$ cat src/hw/rtl/bfdh_pkg.sv
// constants, types and helper functions shared across the bloom filter design
`default_nettype none

package bfdh_pkg;

  // store geometry
  localparam int MaxBits    = 65536;
  localparam int MaxProbes  = 16;
  localparam int WordBits   = 64;
  localparam int StoreWords = MaxBits / WordBits;
  localparam int AddrW      = $clog2(StoreWords);
  localparam int BitIdxW    = $clog2(WordBits);
  localparam int PosW       = $clog2(MaxBits);
  localparam int ModW       = PosW + 1;
  localparam int CntW       = $clog2(MaxProbes) + 1;
  localparam int HashW      = 64;

  // reduction unit: bits folded in per cycle
  localparam int RedBits    = 8;
  localparam int RedCycles  = HashW / RedBits;
  localparam int RedCntW    = $clog2(RedCycles);

  // configuration port
  localparam int CfgIdxW    = 1;
  localparam int CfgDataW   = 17;
  localparam logic [CfgIdxW-1:0] CfgBitCount  = 1'd0;
  localparam logic [CfgIdxW-1:0] CfgHashCount = 1'd1;
  localparam logic [ModW-1:0]    BitCountRst  = ModW'(MaxBits);
  localparam logic [CntW-1:0]    HashCountRst = CntW'(7);

  // request from the sequencer to the probe engine
  typedef struct packed {
    logic                 start;
    logic                 adding;
    logic [CntW-1:0]      count;
    logic [HashW-1:0]     first_hash;
    logic [HashW-1:0]     second_hash;
    logic [ModW-1:0]      modulus;
    logic [PosW-1:0]      base_mod;
    logic [PosW-1:0]      stride_mod;
    logic [PosW-1:0]      wrap_mod;
  } probe_req_t;

  // status back from the probe engine
  typedef struct packed {
    logic clear_busy;
    logic done;
    logic present;
  } probe_sts_t;

  // residues from the reduction unit
  typedef struct packed {
    logic                 done;
    logic [PosW-1:0]      base_mod;
    logic [PosW-1:0]      stride_mod;
    logic [PosW-1:0]      wrap_mod;
  } red_res_t;

  // modulus actually used: zero acts as one, large values clamp
  function automatic logic [ModW-1:0] eff_modulus(input logic [ModW-1:0] size_cfg);
    logic [ModW-1:0] m;
    begin
      if (size_cfg == '0) begin
        m = ModW'(1);
      end else if (size_cfg > ModW'(MaxBits)) begin
        m = ModW'(MaxBits);
      end else begin
        m = size_cfg;
      end
      return m;
    end
  endfunction

  function automatic logic [CntW-1:0] eff_probes(input logic [CntW-1:0] nprobe_cfg);
    logic [CntW-1:0] p;
    begin
      if (nprobe_cfg > CntW'(MaxProbes)) begin
        p = CntW'(MaxProbes);
      end else begin
        p = nprobe_cfg;
      end
      return p;
    end
  endfunction

  // one restoring step: (2r + bit) mod m, with r < m
  function automatic logic [PosW-1:0] mod_step(input logic [PosW-1:0] r,
                                               input logic            b,
                                               input logic [ModW-1:0] m);
    logic [ModW-1:0] t;
    logic [ModW-1:0] d;
    begin
      t = {r, b};
      d = t - m;
      if (t >= m) begin
        return d[PosW-1:0];
      end else begin
        return t[PosW-1:0];
      end
    end
  endfunction

endpackage

`default_nettype wire

$ cat src/hw/rtl/bfdh_modred.sv
// reduction of both hashes and of 2^64 modulo the filter size
`default_nettype none

module bfdh_modred import bfdh_pkg::*; (
  input  wire logic              clk,
  input  wire logic              rst_n,
  input  wire logic              start,
  input  wire logic [HashW-1:0]  first_hash,
  input  wire logic [HashW-1:0]  second_hash,
  input  wire logic [ModW-1:0]   modulus,
  output red_res_t               res
);

  logic                busy_r;
  logic                done_r;
  logic [RedCntW-1:0]  cnt_r;
  logic [ModW-1:0]     m_r;
  logic [HashW-1:0]    sa_r;
  logic [HashW-1:0]    sb_r;
  logic [PosW-1:0]     ra_r;
  logic [PosW-1:0]     rb_r;
  logic [PosW-1:0]     rt_r;
  logic [PosW-1:0]     ra_nxt;
  logic [PosW-1:0]     rb_nxt;
  logic [PosW-1:0]     rt_nxt;

  // fold RedBits bits msb first into each residue
  always_comb begin
    ra_nxt = ra_r;
    rb_nxt = rb_r;
    rt_nxt = rt_r;
    for (int k = 0; k < RedBits; k++) begin
      ra_nxt = mod_step(ra_nxt, sa_r[HashW-1-k], m_r);
      rb_nxt = mod_step(rb_nxt, sb_r[HashW-1-k], m_r);
      rt_nxt = mod_step(rt_nxt, 1'b0, m_r);
    end
  end

  always_ff @(posedge clk) begin
    if (!rst_n) begin
      busy_r <= 1'b0;
      done_r <= 1'b0;
      cnt_r  <= '0;
    end else begin
      done_r <= busy_r && (cnt_r == RedCntW'(RedCycles - 1));
      if (start) begin
        busy_r <= 1'b1;
        cnt_r  <= '0;
      end else if (busy_r) begin
        cnt_r <= cnt_r + RedCntW'(1);
        if (cnt_r == RedCntW'(RedCycles - 1)) begin
          busy_r <= 1'b0;
        end
      end
    end
  end

  always_ff @(posedge clk) begin
    if (start) begin
      m_r  <= modulus;
      sa_r <= first_hash;
      sb_r <= second_hash;
      ra_r <= '0;
      rb_r <= '0;
      // 1 mod m, then 64 zero bits give 2^64 mod m
      rt_r <= (modulus == ModW'(1)) ? '0 : PosW'(1);
    end else if (busy_r) begin
      sa_r <= sa_r << RedBits;
      sb_r <= sb_r << RedBits;
      ra_r <= ra_nxt;
      rb_r <= rb_nxt;
      rt_r <= rt_nxt;
    end
  end

  assign res.done       = done_r;
  assign res.base_mod   = ra_r;
  assign res.stride_mod = rb_r;
  assign res.wrap_mod   = rt_r;

endmodule

`default_nettype wire

$ cat config.mk
export PLATFORM = sky130hd
export DESIGN_NAME = bfdh_modred
export DESIGN_NICKNAME = d
export VERILOG_FILES = /design/src/hw/rtl/bfdh_pkg.sv /design/src/hw/rtl/bfdh_modred.sv
export SDC_FILE = /design/constraint.sdc
export NUM_CORES = 2
export LEC_CHECK = 0
export BUFFER_PORTS_ARGS = -buffer_cell sky130_fd_sc_hd__buf_2
export CAP_MARGIN = 20
export CORE_AREA = 2 2 253 280
export DETAILED_ROUTE_END_ITERATION = 8
export DIE_AREA = 0 0 255 282
export MAX_ROUTING_LAYER = met4
export PLACE_DENSITY = 0.7
export SLEW_MARGIN = 20
export SYNTH_ARGS = -nofsm -noshare
export SYNTH_HDL_FRONTEND = slang
export SYNTH_SLANG_ARGS = --single-unit
$ cat constraint.sdc
create_clock -name clk -period 50.8 [get_ports clk]
set_input_delay 5.08 -clock clk [delete_from_list [all_inputs] [get_ports clk]]
set_output_delay 5.08 -clock clk [all_outputs]
set_load 0.05 [all_outputs]
# Yosys cells after proc, flatten, opt, wreduce, memory -nomap -nowiden
# Index checks and enable logic that the tools add are counted.
# W data, S select, Z words.
[classes]
n_lt_le_gt_ge = 24
n_reduce_logical = 3
bitwise = 1
eq_ne = 2
n_addsub = 25
mux = 34
[ops]
columns = ["operator", "n"]
rows = [
  ["$mux W16", 26],
  ["$ge A17 B17 Y1", 24],
  ["$sub A16 B16 Y16", 24],
  ["$mux W64", 4],
  ["$eq A17 B1 Y1 const B", 1],
  ["$mux W1", 4],
  ["$add A3 B1 Y3 const B", 1],
  ["$eq A3 B3 Y1 const B", 1],
  ["$reduce_bool A2 Y1", 1],
  ["$reduce_or A2 Y1", 1],
  ["$logic_and A1 B1 Y1", 1],
  ["$not A1 Y1", 1],
]
[word_totals]
word_cells = 98
register_bits = 198

# Logic depth before layout (Yosys ltp)
[depth]
word_depth = 18
mapped_depth = 89
ltp_nobuf = 80

# Least setup slack after synthesis
# No wires, ideal clock.
[synth_timing]
path_type = "register to register"
from = "register m_r[1]"
to = "register rb_r[6]"
arrival_ns = 19.027
setup_slack_ns = 31.656
setup_time_ns = 0.117
stages_incl_launch_ff = 82
path_cell_list = "edfxtp_1 -> clkbuf_1 -> inv_1 -> ha_1 -> nor2b_1 -> o21bai_1 -> a21boi_1 -> o31ai_4 -> buf_2 -> clkbuf_1 -> o21a_1 -> inv_1 -> ha_1 -> clkbuf_1 -> nand4_1 -> nor3_1 -> o31ai_1 -> nand3_1 -> [46 not listed] -> nand2_1 -> and3_1 -> o31a_1 -> o21ai_0 -> o221ai_1 -> mux2i_1 -> ha_1 -> nor2b_1 -> o31a_1 -> o211ai_1 -> o2bb2ai_1 -> o21ai_1 -> or4_1 -> a41oi_1 -> clkbuf_1 -> nand2_1 -> a211o_1 -> a32o_1"
[synth_between]
elab_chain_len = 16
elab_cells_between_ends = 24
classes_between = "8 x add/sub; 8 x order compare; 8 x mux"
[synth_lines]
columns = ["element", "line", "source"]
rows = [
  ["from (decl)", "bfdh_modred.sv:17", "logic [ModW-1:0] m_r;"],
  ["from (signal assigned)", "bfdh_modred.sv:60", "m_r <= modulus;"],
  ["$sub A16 B16 Y16 or $ge A17 B17 Y1 (tied branches)", "bfdh_pkg.sv:94, bfdh_pkg.sv:95", ""],
  ["$mux W16", "bfdh_pkg.sv:95", "if (t >= m) begin"],
  ["$sub A16 B16 Y16 or $ge A17 B17 Y1 (tied branches)", "bfdh_pkg.sv:94, bfdh_pkg.sv:95", ""],
  ["$mux W16", "bfdh_pkg.sv:95", ""],
  ["$sub A16 B16 Y16 or $ge A17 B17 Y1 (tied branches)", "bfdh_pkg.sv:94, bfdh_pkg.sv:95", ""],
  ["$mux W16", "bfdh_pkg.sv:95", ""],
  ["$sub A16 B16 Y16 or $ge A17 B17 Y1 (tied branches)", "bfdh_pkg.sv:94, bfdh_pkg.sv:95", ""],
  ["$mux W16", "bfdh_pkg.sv:95", ""],
  ["$sub A16 B16 Y16 or $ge A17 B17 Y1 (tied branches)", "bfdh_pkg.sv:94, bfdh_pkg.sv:95", ""],
  ["$mux W16", "bfdh_pkg.sv:95", ""],
  ["$sub A16 B16 Y16 or $ge A17 B17 Y1 (tied branches)", "bfdh_pkg.sv:94, bfdh_pkg.sv:95", ""],
  ["$mux W16", "bfdh_pkg.sv:95", ""],
  ["$ge A17 B17 Y1 or $sub A16 B16 Y16 (tied branches)", "bfdh_pkg.sv:95, bfdh_pkg.sv:94", ""],
  ["$mux W16", "bfdh_pkg.sv:95", ""],
  ["$sub A16 B16 Y16 or $ge A17 B17 Y1 (tied branches)", "bfdh_pkg.sv:94, bfdh_pkg.sv:95", ""],
  ["$mux W16 (*)", "bfdh_pkg.sv:95", ""],
  ["to (signal assigned)", "bfdh_modred.sv:71", "rb_r <= rb_nxt;"],
  ["to (decl)", "bfdh_modred.sv:21", "logic [PosW-1:0] rb_r;"],
]
# Mark *: on every way between the ends. The rest lies on a longest branch, timed or not.
# A chain may end at the register's enable or synchronous reset.

# Worst setup path after layout
[layout_timing]
from = "register m_r[14]"
to = "register rb_r[6]"
[layout_between]
elab_chain_len = 16
elab_cells_between_ends = 24
classes_between = "8 x add/sub; 8 x order compare; 8 x mux"
[layout_lines]
columns = ["element", "line"]
rows = [
  ["$sub A16 B16 Y16 or $ge A17 B17 Y1 (tied branches)", "bfdh_pkg.sv:94, bfdh_pkg.sv:95"],
  ["$mux W16", "bfdh_pkg.sv:95"],
  ["$sub A16 B16 Y16 or $ge A17 B17 Y1 (tied branches)", "bfdh_pkg.sv:94, bfdh_pkg.sv:95"],
  ["$mux W16", "bfdh_pkg.sv:95"],
  ["$ge A17 B17 Y1 or $sub A16 B16 Y16 (tied branches)", "bfdh_pkg.sv:95, bfdh_pkg.sv:94"],
  ["$mux W16", "bfdh_pkg.sv:95"],
  ["$sub A16 B16 Y16 or $ge A17 B17 Y1 (tied branches)", "bfdh_pkg.sv:94, bfdh_pkg.sv:95"],
  ["$mux W16", "bfdh_pkg.sv:95"],
  ["$sub A16 B16 Y16 or $ge A17 B17 Y1 (tied branches)", "bfdh_pkg.sv:94, bfdh_pkg.sv:95"],
  ["$mux W16", "bfdh_pkg.sv:95"],
  ["$sub A16 B16 Y16 or $ge A17 B17 Y1 (tied branches)", "bfdh_pkg.sv:94, bfdh_pkg.sv:95"],
  ["$mux W16", "bfdh_pkg.sv:95"],
  ["$sub A16 B16 Y16 or $ge A17 B17 Y1 (tied branches)", "bfdh_pkg.sv:94, bfdh_pkg.sv:95"],
  ["$mux W16", "bfdh_pkg.sv:95"],
  ["$sub A16 B16 Y16 or $ge A17 B17 Y1 (tied branches)", "bfdh_pkg.sv:94, bfdh_pkg.sv:95"],
  ["$mux W16 (*)", "bfdh_pkg.sv:95"],
]
# Marks and branches as above.

==> metrics.yaml <==
outcome:
  status: "finished, final reports clean"
cells_and_area:
  drive_gt1_share_pct: 13.3
  area_growth_pct: 9.09
  final_nets: 4495
  final_util_pct: 48.8
timing:
  final_hold_viol_count: 0
  fmax_mhz: 44.5
  hold_slack_ns: 0.518
  finalSetupTns_ns: 0
  rsz0062_at_grt: "false"
  setup_viol: 0
  slew_viol_final: 0
  post-route-min-period_ns: 22.47
  worstMarginPinSlew_ns: 1.11
  skew_ns: 0.0376
  slew_headroom_pct: 25.5
  period_share_pct: 44.2
yosys:
  yosysSeqAreaShare_pct: 18.1
  yosys_warnings: 0
  syn_inst: 3767
  ys.flop_type: "edfxtp_1"
  synthTopCellsByArea: "ha_1 16%, edfxtp_1 16%, mux2_2 6.4%"
  yosysMostFrequentCell: "ha_1"
  synth_top_cell_by_area: "ha_1"
  synth_nets: 4335
  async_flop_share_pct: 0
  synth_edf_count: 161
  synth.avg_cell_area_sq_um: 8.17
  synth_common_cells: "403 x ha_1, 298 x nor2_1, 290 x nand2_1"
  ys_seq_elements: 198
  yosys.area.top_type_share_pct: 16.4
  synth_cell_types: 97
  synth_area_sq_mm: 0.0308
clock_tree:
  post-cts-setup-buffers: 0
  cts_buffers: 17
  cts_tree: "done"
  clk_pin_slew_ns: 0.11
  cts_resized: 0
  root_buffer: "clkbuf_16"
  clockBufferDepth: 2
  hold_buffers: 0
  h-tree-depth: 4
  clock_sinks: 198
  insertion_delay_ns: 0.51
route:
  routed_wl_mm: 108
  avgViaCountPerCell: 6.27
  drc_errors: 0
  post_drt_wl_per_cell_um: 22.2
  drtPass1Iterations: 7
  ant_nets: 0
  drt_iter0_drc: 2799
  vias: 30565
floorplan:
  die_w_um: 255
  start_util_pct: 44.7
  die_y_um: 282
  io_pins: 197
  core_region_area_sq_mm: 0.0689
  die-area_sq_mm: 0.0719
  rows: 101
worst_setup_path:
  crit_slowest_cell: "o31ai_4"
  cp_data_required_time_ns: 51.17
  max_stage_delay_ns: 0.96
  end_kind: "register"
  path_class: "reg2reg"
  arrival_ns: 22.85
  cp_common_cell: "ha_1"
  critPathLaunchType: "register"
  cp_max_fo: 29
grt:
  grt_pass1_wl_mm: 163
  grt_max_degree: 75
  grt_overflow: 0
  track_usage_pct: 30.3
  grt_pass1_vias: 28345
  antenna_found_initial: 4
placement:
  globalplace.congestion: 0.997
  dp_hpwl_mm: 83.4
  io_buffers: 196
hold_path:
  min_path_type: "reg2reg"
job:
  drv_cap: 0
-- final timing paths --
path | start | endpoint | slack [ns] | depth (start not counted)
max | m_r[14] | rb_r[6] | 28.33 | 71
min | cnt_r[1] | cnt_r[1] | 0.52 | 2
max reg2reg | m_r[14] | rb_r[6] | 28.33 | 71
min reg2reg | cnt_r[1] | cnt_r[1] | 0.52 | 2
-- stage by stage --
stage / std cells / instance area [sq um] / setup WS, ns
after detailed placement: 4835 / 32900 / 28.91
after global placement: 4835 / 32900 / 29.16
after global routing: 4871 / 33600 / 27.01
final: 4874 / 33600 / 28.33
after floorplan: 3767 / 30800 / 31.66
after CTS: 4867 / 33600 / 28.76
-- worst max-delay path, delay by kind of cell, from the launching register on --
kind	cells	cell delay, ns
muxes	4	1.94
buffers and inverters	10	2.67
AOI/OAI and AO/OA	33	10.12
and+or+nand+nor	16	4.55
adders and majority gates	8	2.66
DFF	1	0.34
-- kinds of logic after synthesis --
group	synth area share (%)
buffers and inverters	3.43
muxes	7.81
AOI/OAI and AO/OA	27.6
adders and majority gates	17.5
xor gates and xnor gates	7.17
and+or+nand+nor	18.4
DFF	18.1
-- final cells by class --
type                            count  area, sq um
Multi-Input combinational cell   3298        24200
Clock inverter                     15          215
Timing Repair Buffer              252         1410
Fill cell                        6763        35300
Clock buffer                       17          425
Sequential cell                   198         5580
Inverter                          160          606
Tap cell                          927         1160
Antenna cell                        7         17.5
-- placed cells by master (no fill, tap or decap), types with 56 or more instances in the layout --
master	instances
o21a_1	92
nor3_1	99
ha_1	403
xnor2_1	152
nand2_1	290
a21oi_1	282
buf_4	56
mux2_2	174
nor2b_1	62
nor2_1	297
o21ai_0	205
inv_1	145
nand4_1	66
a21o_1	160
xor2_1	100
nand3_1	94
buf_2	195
edfxtp_1	161
-- layer usage --
metal,part of all wire [%],vias to the layer above,global-route usage (%)
li1,-,14700,-
met1,42,14305,38.9
met2,45,1324,47.5
met3,8.6,236,4.49
met4,4.4,0,12.7
met5,0,-,-
-- state kept, by name (all words and copies together) (netlist names) --
register and cells:
sb_r 64, cnt_r 3, rt_r 16, rb_r 16, done_r 1, m_r 17, ra_r 16, busy_r 1
sa_r 64
Power is left out: the tool's default activity adds up to more than one toggle a clock period on the data nets, which glitch-free logic cannot reach.
